$ cat config.mk
export PLATFORM = sky130hd
export DESIGN_NAME = ilst_cell
export DESIGN_NICKNAME = d
export VERILOG_FILES = /design/src/ilst_pkg.sv /design/src/ilst_cell.sv
export SDC_FILE = /design/constraint.sdc
export NUM_CORES = 1
export LEC_CHECK = 0
export ABC_AREA = 1
export BUFFER_PORTS_ARGS = -buffer_cell sky130_fd_sc_hd__buf_4
export CELL_PAD_IN_SITES_DETAIL_PLACEMENT = 0
export CELL_PAD_IN_SITES_GLOBAL_PLACEMENT = 1
export CORE_MARGIN = 2
export CORE_UTILIZATION = 29
export DETAILED_ROUTE_END_ITERATION = 8
export PLACE_DENSITY_LB_ADDON = 0.1
export REMOVE_ABC_BUFFERS = 1
export SYNTH_ARGS = -nofsm -noshare
export SYNTH_HDL_FRONTEND = slang
export SYNTH_SLANG_ARGS = --single-unit
$ cat constraint.sdc
create_clock -name i_clk -period 2.8 [get_ports i_clk]
set_input_delay 0.28 -clock i_clk [delete_from_list [all_inputs] [get_ports i_clk]]
set_output_delay 0.28 -clock i_clk [all_outputs]
set_load 0.03 [all_outputs]
$ cat src/ilst_pkg.sv
// Shared types for the indexed list store: command and result transactions,
// command codes and the control word broadcast to the cell row.
// No dependencies.
package ilst_pkg;

    typedef enum logic [3:0] {
        MODE_INSERT       = 4'd0,
        MODE_APPEND       = 4'd1,
        MODE_REMOVE_INDEX = 4'd2,
        MODE_REMOVE_VALUE = 4'd3,
        MODE_GET          = 4'd4,
        MODE_FIND         = 4'd5,
        MODE_COUNT        = 4'd6,
        MODE_CLEAR        = 4'd7,
        MODE_REVERSE      = 4'd8,
        MODE_SORT         = 4'd9
    } t_mode;

    typedef struct packed {
        t_mode              mode;
        logic [6:0]         index;
        logic signed [31:0] value;
    } t_ilst_in;

    typedef struct packed {
        logic               status;
        logic signed [31:0] data;
        logic               found;
        logic [5:0]         position;
        logic [6:0]         tally;
        logic [6:0]         length;
        logic               is_empty;
    } t_ilst_out;

    typedef enum logic [1:0] {
        CELL_HOLD,
        CELL_INSERT,
        CELL_REMOVE,
        CELL_STEP
    } t_cell_op;

    typedef struct packed {
        t_cell_op op;
        logic     order;  // step builds an ordered tail region
        logic     keyed;  // ordered region is placed by value (sort), else reversed
    } t_cell_ctl;

endpackage

$ cat src/ilst_cell.sv
// One storage cell of the list row: holds one word and trades it with its
// neighbors for insert, remove, rotate and ordering steps.
// Depends on ilst_pkg.
module ilst_cell
    import ilst_pkg::*;
#(
    parameter int WORD_BITS = 32,
    parameter int CAPACITY  = 64,
    parameter int POS       = 0
) (
    input  logic                                 i_clk,
    input  logic                                 i_rst_n,
    input  t_cell_ctl                            i_ctl,
    input  logic [$clog2(CAPACITY + 1) - 1:0]    i_at,
    input  logic [$clog2(CAPACITY + 1) - 1:0]    i_fill,
    input  logic [WORD_BITS-1:0]                 i_value,
    input  logic [WORD_BITS-1:0]                 i_head,
    input  logic [WORD_BITS-1:0]                 i_left_word,
    input  logic [WORD_BITS-1:0]                 i_right_word,
    input  logic                                 i_right_give,
    input  logic                                 i_right_live,
    input  logic                                 i_right_sorted,
    output logic [WORD_BITS-1:0]                 o_word,
    output logic                                 o_give,
    output logic                                 o_live,
    output logic                                 o_sorted
);

    localparam int FW = $clog2(CAPACITY + 1);
    localparam logic [FW-1:0] MY_POS = FW'(POS);

    logic [WORD_BITS-1:0] r_word, n_word;
    logic                 r_sorted, n_sorted;
    logic                 w_le;

    assign o_word   = r_word;
    assign o_sorted = r_sorted;
    assign o_live   = (MY_POS < i_fill);

    // An ordered entry at or below the head value moves up to make room.
    assign w_le   = r_sorted && i_ctl.keyed && ($signed(r_word) <= $signed(i_head));
    assign o_give = o_live && (!r_sorted || w_le);

    always_comb begin
        n_word   = r_word;
        n_sorted = 1'b0;
        case (i_ctl.op)
            CELL_INSERT: begin
                if (MY_POS > i_at) begin
                    n_word = i_left_word;
                end else if (MY_POS == i_at) begin
                    n_word = i_value;
                end
            end
            CELL_REMOVE: begin
                if (MY_POS >= i_at) begin
                    n_word = i_right_word;
                end
            end
            CELL_STEP: begin
                // Take the neighbor's word when it moves up, else drop the head in
                // where this word just left.
                if (i_right_give) begin
                    n_word = i_right_word;
                end else if (o_give) begin
                    n_word = i_head;
                end
                n_sorted = i_ctl.order && o_live &&
                           (r_sorted || !i_right_live || i_right_sorted);
            end
            default: begin
                n_word = r_word;
            end
        endcase
    end

    always_ff @(posedge i_clk) begin
        r_word <= n_word;
    end

    always_ff @(posedge i_clk) begin
        if (!i_rst_n) begin
            r_sorted <= 1'b0;
        end else begin
            r_sorted <= n_sorted;
        end
    end

endmodule

==> results of run 1 <==
## final cells by class
cell class	instances	area share
Clock buffer	8	0.0212
Inverter	78	0.0699
Multi-Input combinational cell	251	0.356
Sequential cell	33	0.231
Tap cell	133	0.0392
Timing Repair Buffer	158	0.283
## synthesized netlist by cell type
| cell type | instances | share of area |
|---|---|---|
| buf_6 | 1 | 0.0039 |
| nor3_1 | 2 | 0.0035 |
| clkinvlp_4 | 1 | 0.0026 |
| ha_1 | 32 | 0.14 |
| buf_2 | 1 | 0.0017 |
| a21oi_2 | 1 | 0.0031 |
| o21ai_0 | 14 | 0.025 |
| edfxtp_1 | 32 | 0.34 |
| nand2_1 | 78 | 0.10 |
| nor4_1 | 2 | 0.0044 |
| inv_1 | 72 | 0.095 |
| a21o_1 | 1 | 0.0026 |
| or2_1 | 1 | 0.0022 |
| nand4_1 | 1 | 0.0022 |
| o21ai_1 | 20 | 0.035 |
| nor2_2 | 2 | 0.0044 |
| nor3b_1 | 1 | 0.0026 |
| o21a_1 | 2 | 0.0053 |
| nand3_1 | 4 | 0.0070 |
| a2111oi_1 | 1 | 0.0035 |
| inv_2 | 4 | 0.0053 |
| dfxtp_1 | 1 | 0.0070 |
| o211ai_1 | 32 | 0.084 |
| a21oi_1 | 45 | 0.079 |
| and2_2 | 1 | 0.0026 |
| clkinv_1 | 1 | 0.0013 |
| nand4_2 | 1 | 0.0044 |
| buf_1 | 2 | 0.0026 |
| nand2_2 | 2 | 0.0044 |
| clkbuf_1 | 13 | 0.017 |
| nor2_1 | 8 | 0.011 |
## layer usage
layer  vias to the layer above  share of wire
met3                         9          0.099
met5                         -              0
met4                         0          0.016
met2                       115           0.46
li1                       1576              -
met1                      1316           0.43
## report_power, final
group | total, mW | switching, mW | internal [mW] | leakage [nW]
sequential | 0.593 | 0.0144 | 0.579 | 0.312
combinational | 0.474 | 0.246 | 0.229 | 1.80
clock | 0.396 | 0.195 | 0.201 | 0.0455
total | 1.46 | 0.455 | 1.01 | 2.15
## registers in the layout, indices dropped and copies added, names as in the netlist
name and cells:
o_sorted 1, o_word 32
## critical path: cells and delay by family, from the launching register on
family / cells / cell delay (ps)
buffers and inverters: 2 / 200
flip-flops: 1 / 410
AO/OA/AOI/OAI: 1 / 150
adder cells (fa/ha/maj): 1 / 300
AND/OR/NAND/NOR: 12 / 780
## worst min-delay path by stage
| stage | endpoint |
|---|---|
| CTS | o_sorted |
| global placement | o_sorted |
| finish | o_sorted |
| floorplan | o_sorted |
| detailed placement | o_sorted |
| global route | o_sorted |
## cells by family after synthesis
family | share of synthesized area
compound gates | 0.237
fa+ha+maj | 0.140
buf+inv | 0.129
flops | 0.343
simple gates | 0.151
## stage by stage
stage          power [mW]  utilization  setup TNS [ps]  hold slack (ps)  cell area, um2
4_1_cts              1.49        0.438               0              255            4240
5_1_grt              1.55        0.438               0              276            4240
6_report             1.46        0.438               0              261            4240
3_5_place_dp         1.08        0.429               0              571            4150
2_1_floorplan       0.839            -            -499              433            2790
3_3_place_gp         1.08        0.429               0              568            4150
==> out/summary.md, run 1 <==
Detailed placement finished with a half-perimeter wire length of 6240 um. Summing all flip-flop and latch instances after layout gives 981 um2. Along the worst hold path, the cell count comes to 3. The number of inserted diodes is 0. After filler insertion, the fill cell instance count of the layout stands at 1,006. After clock tree synthesis, the repair step resized 0 gates. The met1 track demand over resource in global routing came out at 0.204. The largest individual stage delay along the critical path comes from the cell edfxtp_1. The number of global-route vias before repair was 2,749.

The tools report the maximum operating frequency as 0.416 GHz. The start of the worst register-to-register path is o_word[31]. For the deepest level of the CTS H-tree, the log shows 2. The first TritonRoute pass finished after 5 iterations. The power per unit of standard cell area came out at 345 nW/um2. The floorplan has 36 rows. The initial antenna violation count came out at 0.

The most common cell after layout, fill and taps aside is buf_4. Met2 track demand over resource: 0.258. The post-route clock skew was 9.62 ps.

The critical path goes through ha_1 > a21oi_1 > nor2_1 > nor2_1 > nand2_1 > nand2_1 > nand2_1 > nand2_1 > nand2_1 > nand2_1 > nand3_1 > nand2_1 > nand2_1 > nand2_1 > inv_1 > buf_4. The clock-pin slew on the worst setup and hold paths came out at 80 ps. The tools report the number of buffers added by the clock tree synthesis step as 5. Worst-case register-to-register setup slack: 460 ps. The worst setup path category was register to primary output. The count of endpoints failing setup in the final report was 0; the count of input and output buffers was 153. The number of buffers inserted to repair setup after CTS was 0; the count of non-filler cells in the finished layout was 661.

The tools report the critical path capture point type as a primary output. The synthesis warning total is 0. The count of nets left with antenna violations once routing finished came out at 0. The tools report the share of the yosys chip area belonging to registers as 0.343.

The first global-routing pass estimated 13,100 um of wire. The total number of nets in the final design was 710. In this design, the stage delay of the slowest critical-path cell is 410 ps.

After layout, the minimum clock period comes to 2400 ps. The final clock period utilization by the worst path is 0.859, and the sum of overflow across all layers after global routing is 0. Detailed routing inserted a total of 3,016 vias. The die is 103 um tall. In this run the mean area of a mapped cell was 7.54 um2.

Summed over all cells, the static leakage comes to 2.15 nW. The endpoint identified for the worst register-to-register timing path is o_word[19]. For the starting DRC count in detailed routing, the log shows 103. The logs give 0.159 for the overall global routing resource usage and 653 for the count of placed standard cells including taps.

Hold repair after CTS inserted 0 buffers. Once routing completed, OpenROAD measured the worst setup slack at 396 ps. For the worst flop-to-flop path, the logic depth is 14.

The min-delay analysis places its worst path in the category input port to register. The tools report the beginning of the critical path as o_word[5]. At the placement stage, the worst setup path has a slack of 420 ps. The tools report the total wire length after detailed routing as 8600 um. The run gives 0 as the max-slew violation total from the final report. The fraction of layout cells with a size suffix above 1 came out at 0.335. TritonCTS built the clock tree. The run gives 290 ps as the clock insertion delay at the later pin of the skew report. CTS placed an instance of clkbuf_8 at the clock tree root. For the number of remaining DRC errors, the log shows 0.

For this design the top-level I/O count stands at 186. CTS saw 33 sinks. The area of the die is 10,700 um2, and the number of register bits inferred by synthesis is 33. For the pin with the worst max-slew slack, the measured transition is 648 ps.

The clock passes through at most 2 buffers. The worst setup path is launched from a register. The run gives 1510 um2 as the footprint of the multi-input gates. Summing every instance area after synthesis gives 2860 um2. Counting distinct cell types in the post-synthesis netlist gives 31. The number of violations of the max-capacitance limit is 0. Synthesis handed over a netlist of 379 instances. Using the TritonRoute via totals, the vias-per-cell ratio works out to 4.56. Across the VDD grid, the largest voltage drop is 159 uV. The startpoint of the tightest hold check path is i_rst_n. At the worst endpoint, the required time is 2520 ps.

The hold violation count in the final report is 0. Most prevalent standard cell on the critical path: nand2_1. The tightest slew margin relative to the limit came out at 0.568. The flow ran to the end, and the final reports show no timing, DRC or antenna violations.

Met3 layer usage reported by global route: 0.0484. Leaving out fill and tap cells, the most frequent cells in the layout are buf_4, nand2_1, inv_1. The logs give 2120 ps for the data arrival time of the worst path and 0.754 for the final weighted congestion in routability-driven placement. The critical-path maximum fanout is 2, and the area inside the core boundary is 9680 um2. The floorplan step set the die width to 103 um. The per-cell routed wire length works out to 13.0 um.

Entering global routing, the biggest net connects 66 pins. From synthesis to final layout, the design area changed by 48.5%. Setup repair after global routing left no endpoint under its margin.

In this run the worst setup path terminates at o_give. The layer carrying the most global-route usage was met2. The effective utilization at floorplan came out at 0.295.
Note: power is estimated with default switching activity, not from simulation.
==> inputs of run 2 (changes only) <==
Settings changed: GPL_ROUTABILITY_DRIVEN set to 0, RECOVER_POWER set to 100.
==> run 2 against run 1 <==
  * Clock power hardly changed
  * Utilization is 1.4 points lower
  * Combinational power is 5.1% lower
  * Via count is 0.46% higher
  * Worst setup slack worse by 20 ps
  * Clock skew is 1.0 ps lower
  * Critical endpoint unchanged
  * Global-route usage stayed put
  * Sequential power hardly changed
  * Final area is 3.3% lower
  * Largest cell class unchanged
  * Total power is 1.8% lower
  * Cell count stayed put
==> out/summary.md, run 2 (same netlist as run 1, synthesis figures left out) <==
For the instance area after placement, the log shows 4150 um2 (unchanged). Count of input and output buffers: 153 (unchanged). The via count normalized by instance count was 4.58 (was 4.56).

The number of buffers inserted to repair setup after CTS is 0 (unchanged). For the hold violation count in the final report, the log shows 0 (unchanged). The area of the die came out at 10,700 um2 (unchanged).

The logs give 4 (was 5) for the total iterations of the first detailed-routing run and 375 ps (was 396 ps) for the worst-case setup margin in the final layout. The flip-flop count of the largest register after layout is 32 (unchanged). The tightest slew margin relative to the limit was 0.190 (was 0.568); the count of endpoints failing setup in the final report was 0 (unchanged). The tools report the number of global-route vias before repair as 2,749 (unchanged). The max-slew violation total from the final report is 0 (unchanged), and the count of antenna-violating nets left after detailed routing is 0 (unchanged). Leading cell types in the layout, fill and taps excluded: buf_4, nand2_1, inv_1 (unchanged).

The number of sinks driven by the clock tree was 33 (unchanged); the worst setup slack before clock tree synthesis was 420 ps (unchanged). The post-cts hold buffer count was 0 (unchanged). Half-perimeter wire length after placement: 6240 um (unchanged).

The per-cell routed wire length was 13.0 um (about the same). The shortest clock period the worst path allows after layout works out to 2420 ps (was 2400 ps). Critical path capture point type: a primary output (unchanged).

The tools report the number of inserted diodes as 0 (unchanged). The switching part of the total was 0.314 (was 0.311); the required time of the critical path was 2520 ps (about the same). The post-route clock skew was 8.59 ps (was 9.62 ps); the clock insertion delay at the later pin of the skew report was 290 ps (about the same).

The utilization of the core after routing is 0.424 (was 0.438). For the fraction of power consumed by sequential logic, the log shows 0.412 (was 0.405). TritonCTS built the clock tree.

Synthesis-to-layout area growth: 43.6% (was 48.5%). The count of placed standard cells including taps is 653 (unchanged), and the count of non-filler cells in the finished layout is 661 (unchanged). The reported net switching power is 0.451 mW (was 0.455 mW).

The horizontal die dimension came out at 103 um (unchanged). The starting DRC count in detailed routing was 69 (was 103); the final clock period utilization by the worst path was 0.866 (was 0.859). The logs give 0.986 mW (was 1.01 mW) for the design internal power and 2.02 nW (was 2.15 nW) for the total leakage power.

The total number of placement rows was 36 (unchanged); the worst vdd rail ir drop was 158 uV (was 159 uV). The tools report the CTS root buffer as clkbuf_8 (unchanged). The total wire length after detailed routing came out at 8600 um (about the same). Effective utilization at floorplan: 0.295 (unchanged). The nature of the critical path startpoint was a register (unchanged). Vertical extent of the die: 103 um (unchanged). Most common cell after layout, fill and taps aside: buf_4 (unchanged). The combinational share of power came out at 0.314 (was 0.324). The maximum clock path buffer count is 2 (unchanged), and the data arrival time of the worst path is 2140 ps (was 2120 ps). The number of remaining DRC errors was 0 (unchanged).

The tools report the area inside the core boundary as 9680 um2 (unchanged). Pin count of the biggest net entering global routing: 66 (unchanged). The maximum operating frequency came out at 0.412 GHz (was 0.416 GHz).

The transition time at the pin with the least slew margin is 1220 ps (was 648 ps), and the initial antenna violation count is 0 (unchanged). Total number of nets in the final design: 710 (unchanged). The worst setup path category was register to primary output (unchanged). The fraction of layout cells with a size suffix above 1 works out to 0.265 (was 0.335).

The overall global routing resource usage is 0.159 (unchanged). The power per unit of standard cell area works out to 350 nW/um2 (was 345 nW/um2). The tools report the number of violations of the max-capacitance limit as 0 (unchanged). For the sum of overflow across all layers after global routing, the log shows 0 (unchanged). The flow ran to the end, and the final reports show no timing, DRC or antenna violations.

Setup repair after global routing left no endpoint under its margin. Clock-pin slew on the worst setup and hold paths: 80 ps (about the same). The type of the worst min-delay path is input port to register (unchanged). The deepest level of the CTS H-tree was 2 (unchanged). The area of all placed cells without fillers came out at 4100 um2 (was 4240 um2). The critical-path maximum fanout is 2 (unchanged), and the clock group share of total power is 0.274 (was 0.270). The number of buffers added by the clock tree synthesis step was 5 (unchanged).

The total number of vias was 3,030 (was 3,016); the number of cells upsized or downsized after cts was 0 (unchanged). The run gives 13,100 um (unchanged) as the first-pass GRT wire length. For the top-level I/O count, the log shows 186 (unchanged).
==> run 2: changes by cell type in the layout (fill, tap and decap cells not counted), sizes merged <==
cell    previous run  this run
buf              158       121
clkbuf             8        45
==> run 2: layer usage <==
layer,vias up,track usage,routed length (um)
met5,-,0,0
met4,0,0.0476,138
met3,9,0.0484,759
met2,117,0.258,3910
met1,1333,0.204,3790
li1,1571,-,-
==> run 2: worst paths after layout <==
path	end	cells after the start	slack [ps]	start
hold reg to reg	o_sorted	2	660	o_sorted
setup reg to reg	o_word[19]	17	440	o_word[5]
setup / recovery	o_give	15	380	o_word[5]
hold / removal	o_sorted	3	260	i_rst_n
==> run 2: stage by stage <==
step / hold slack (ps) / power [mW] / TNS (ps)
floorplan: 433 / 0.839 / -499
global placement: 568 / 1.08 / 0
detailed placement: 571 / 1.08 / 0
CTS: 255 / 1.49 / 0
global route: 279 / 1.53 / 0
finish: 264 / 1.44 / 0
==> run 2: final cells by class <==
type                            instances  area [um2]
Clock buffer                            8        90.1
Fill cell                            1040        5580
Inverter                               78         297
Multi-Input combinational cell        251        1510
Sequential cell                        33         981
Tap cell                              133         166
Timing Repair Buffer                  158        1060
==> run 2: worst max-delay path, cell delays in order (launching register included) <==
cell	delay (ps)
edfxtp_1	410
ha_1	300
a21oi_1	150
nor2_1	50
nor2_1	90
nand2_1	90
nand2_1	60
nand2_1	60
nand2_1	70
nand3_1	60
nand3_1	100
nand2_1	50
nand2_1	50
nand2_1	60
inv_1	50
clkbuf_2	190
==> run 2: power by group through the flow <==
| stage | clock [mW] | combinational [mW] | sequential, mW |
|---|---|---|---|
| CTS | 0.410 | 0.482 | 0.594 |
| global route | 0.422 | 0.510 | 0.596 |
| global placement | 0 | 0.475 | 0.604 |
| detailed placement | 0 | 0.479 | 0.605 |
| floorplan | 0 | 0.187 | 0.652 |
| finish | 0.394 | 0.450 | 0.593 |
==> inputs of run 3 (changes only) <==
Settings changed: CORE_UTILIZATION 29 to 26.
Clock period 2.8 ns to 2.2 ns, I/O delays scaled along.
==> run 3 against run 2 <==
  * The run now ends with negative setup slack left
  * Hold slack lost 63 ps
  * Total power grew 33%
  * Via count grew 7.7%
  * Combinational power grew 56%
  * Clock-buffer cell count shrank 3
  * Critical endpoint unchanged
==> out/summary.md, run 3 (same netlist as run 1, synthesis figures left out) <==
The per-cell routed wire length was 13.2 um (was 13.0 um); the hold violation count in the final report was 0 (unchanged). The worst vdd rail ir drop was 177 uV (was 158 uV); the total leakage power was 2.32 nW (was 2.02 nW). The total number of vias was 3,264 (was 3,030). Area of the die: 11,800 um2 (was 10,700 um2). Worst setup path category: register to primary output (unchanged). The number of sinks driven by the clock tree was 33 (unchanged). The tools report the design internal power as 1.30 mW (was 0.986 mW). For the number of violations of the max-capacitance limit, the log shows 0 (unchanged). Cell type group with the largest total delay on the critical path: simple AND/OR/NAND/NOR gates (unchanged).

Instance area after placement: 4430 um2 (was 4150 um2). The initial antenna violation count came out at 0 (unchanged). The tools report the start of the worst register-to-register path as o_word[13] (was o_word[5]). The fraction of power consumed by sequential logic came out at 0.397 (was 0.412).

Endpoint of the worst hold path: o_sorted (unchanged). The tools report the top-level I/O count as 186 (unchanged). The reported net switching power was 0.606 mW (was 0.451 mW). The tightest slew margin relative to the limit came out at 0.404 (was 0.190). The max-slew violation total from the final report was 0 (unchanged). TritonCTS built the clock tree. The fraction of layout cells with a size suffix above 1 works out to 0.385 (was 0.265). The final clock period utilization by the worst path works out to 1.06. The number of global-route vias before repair was 3,027 (was 2,749); the critical-path maximum fanout was 2 (unchanged).

Static timing analysis puts the maximum clock frequency at 0.430 GHz. The count of input and output buffers was 153 (unchanged). The logs give 162 (was 69) for the starting DRC count in detailed routing and 14,100 um (was 13,100 um) for the first-pass GRT wire length. The most common cell after layout, fill and taps aside is buf_4 (unchanged).

The startpoint of the tightest hold check path is i_rst_n (unchanged). The total wire length after detailed routing is 9440 um (was 8600 um). The combinational share of power was 0.367 (was 0.314); the area of all placed cells without fillers was 4730 um2 (was 4100 um2).

The tools report the half-perimeter wire length after placement as 6680 um (was 6240 um). The nature of the critical path startpoint was a register (unchanged). The total iterations of the first detailed-routing run is 4 (unchanged), and the maximum clock path buffer count is 2 (unchanged).

The transition time at the pin with the least slew margin was 894 ps (was 1220 ps). The number of buffer and inverter stages on the critical path was 2 (unchanged). Critical path capture point type: a primary output (unchanged).

The horizontal die dimension works out to 109 um (was 103 um). The run gives 10,800 um2 (was 9680 um2) as the area inside the core boundary. Setup repair after global routing could not meet its margin everywhere. The tools report the count of antenna-violating nets left after detailed routing as 0 (unchanged).

The flip-flop count of the largest register after layout came out at 32 (unchanged). The required time of the critical path was 1980 ps (was 2520 ps); the via count normalized by instance count was 4.57 (was 4.58). The critical-path cell with the highest stage delay was edfxtp_1 (unchanged). Leading cell types in the layout, fill and taps excluded: buf_4, inv_1, nand2_1 (was buf_4, nand2_1, inv_1). The worst-case setup margin in the final layout is -126 ps (was 375 ps), and the synthesis-to-layout area growth is 65.4% (was 43.6%). The vertical extent of the die works out to 109 um (was 103 um).

The type of the worst min-delay path was input port to register (unchanged). The effective utilization at floorplan was 0.265 (was 0.295); the total number of nets in the final design was 756 (was 710). The clock group share of total power was 0.236 (was 0.274); the sum of overflow across all layers after global routing was 0 (unchanged). The clock insertion delay at the later pin of the skew report came out at 290 ps (about the same).

The endpoint of the lowest-slack register-to-register path was o_word[16] (was o_word[19]). Power per unit of standard cell area: 404 nW/um2 (was 350 nW/um2). The CTS root buffer was clkbuf_8 (unchanged). Number of buffers added by the clock tree synthesis step: 5 (unchanged). The data arrival time of the worst path was 2110 ps (was 2140 ps). The checks that failed: negative setup slack. The run finished, with violations left. The clock-pin slew on the worst setup and hold paths was 70 ps (was 80 ps); the number of inserted diodes was 0 (unchanged). The switching part of the total was 0.318 (was 0.314); the delay of the slowest critical-path stage was 400 ps (was 410 ps). The logs give 0 (unchanged) for the number of remaining DRC errors and -3220 ps (was 0 ps) for the setup total negative slack. The run gives 200 ps (was 264 ps) as the worst hold-check slack. The tools report the post-route clock skew as 5.65 ps (was 8.59 ps).

The run gives 66 (unchanged) as the pin count of the biggest net entering global routing. The cell count of the worst reg-to-reg path was 15 (was 17). Cell Chain, Critical Path: ha_1 > a21oi_1 > o21ai_0 > a21oi_1 > nand2_2 > nand2_2 > nand2_1 > nand2_1 > nand3_2 > nand2_1 > nand2_1 > nand2_1 > inv_1 > buf_6 (was ha_1 > a21oi_1 > nor2_1 > nor2_1 > nand2_1 > nand2_1 > nand2_1 > nand2_1 > nand3_1 > nand3_1 > nand2_1 > nand2_1 > nand2_1 > inv_1 > clkbuf_2). The worst-case register-to-register setup slack is -110 ps (was 440 ps), and the shortest clock period the worst path allows after layout is 2330 ps. The logs give 0.154 (was 0.159) for the overall global routing resource usage and 38 (was 36) for the total number of placement rows. For the deepest level of the CTS H-tree, the log shows 2 (unchanged).

The tools report the count of endpoints failing setup in the final report as 33 (was 0). The instance count along the most critical hold path came out at 3 (unchanged). The most prevalent standard cell on the critical path was nand2_1 (unchanged).
[run 3: cell count changes in the layout (fill, tap and decap cells not counted), sizes merged]
cell / previous run / this run
buf: 121 / 168
clkbuf: 45 / 41
clkinv: 1 / 4
[run 3: repair_timing]
action | in CTS | in global routing
hold buffers | 0 | 0
buffers inserted | 2 | 9
endpoints found under the setup margin | 33 | 33
pin swaps | 6 | 5
gates resized for setup | 2 | 25
gates cloned | 0 | 3
[run 3: worst max-delay path by stage]
stage | from | end | slack [ps] | depth (start not counted)
2_1_floorplan | o_word[31] | o_word[0] | -620 | 15
4_1_cts | o_word[5] | o_give | -190 | 16
3_5_place_dp | o_word[7] | o_word[6] | -170 | 18
6_report | o_word[13] | o_give | -130 | 14
5_1_grt | o_word[11] | o_word[10] | -290 | 18
3_3_place_gp | o_word[5] | o_word[23] | -150 | 17
[run 3: per-layer routing]
metal | GRT usage | part of all wire | vias to the layer above
met4 | 0.0385 | 0.0088 | 0
li1 | - | - | 1666
met2 | 0.256 | 0.47 | 109
met1 | 0.194 | 0.44 | 1484
met3 | 0.0466 | 0.080 | 5
met5 | 0 | 0 | -
[run 3: power by group through the flow]
stage | logic, mW | clock network (mW) | registers (mW)
after global placement | 0.664 | 0 | 0.767
after CTS | 0.678 | 0.479 | 0.754
after floorplan | 0.238 | 0 | 0.830
final | 0.701 | 0.451 | 0.757
after global routing | 0.786 | 0.500 | 0.761
after detailed placement | 0.670 | 0 | 0.768
[run 3: worst register-to-register path: stages (launching register included)]
cell	delay, ps
edfxtp_1	400
ha_1	300
a21oi_1	150
o21ai_0	80
a21oi_1	170
nand2_2	90
nand2_2	80
nand3_1	80
nand3_2	90
nand2_1	60
nand2_1	50
nand2_1	60
nand2_1	70
nand2_2	90
nand2_8	120
clkbuf_16	160
[run 3: final cells by class]
class                           count  area [um2]
Fill cell                        1154        6070
Multi-Input combinational cell    251        1690
Timing Repair Buffer              204        1510
Sequential cell                    33         981
Inverter                           78         297
Tap cell                          140         175
Clock buffer                        5        68.8
Clock inverter                      3        12.5
[run 3: stage by stage]
step	worst slack, ps	power, mW	utilization	std cells
after CTS	-187	1.91	0.420	702
after global placement	-152	1.43	0.410	692
after floorplan	-616	1.07	-	362
final	-126	1.91	0.438	714
after detailed placement	-174	1.44	0.410	692
after global routing	-289	2.05	0.438	714
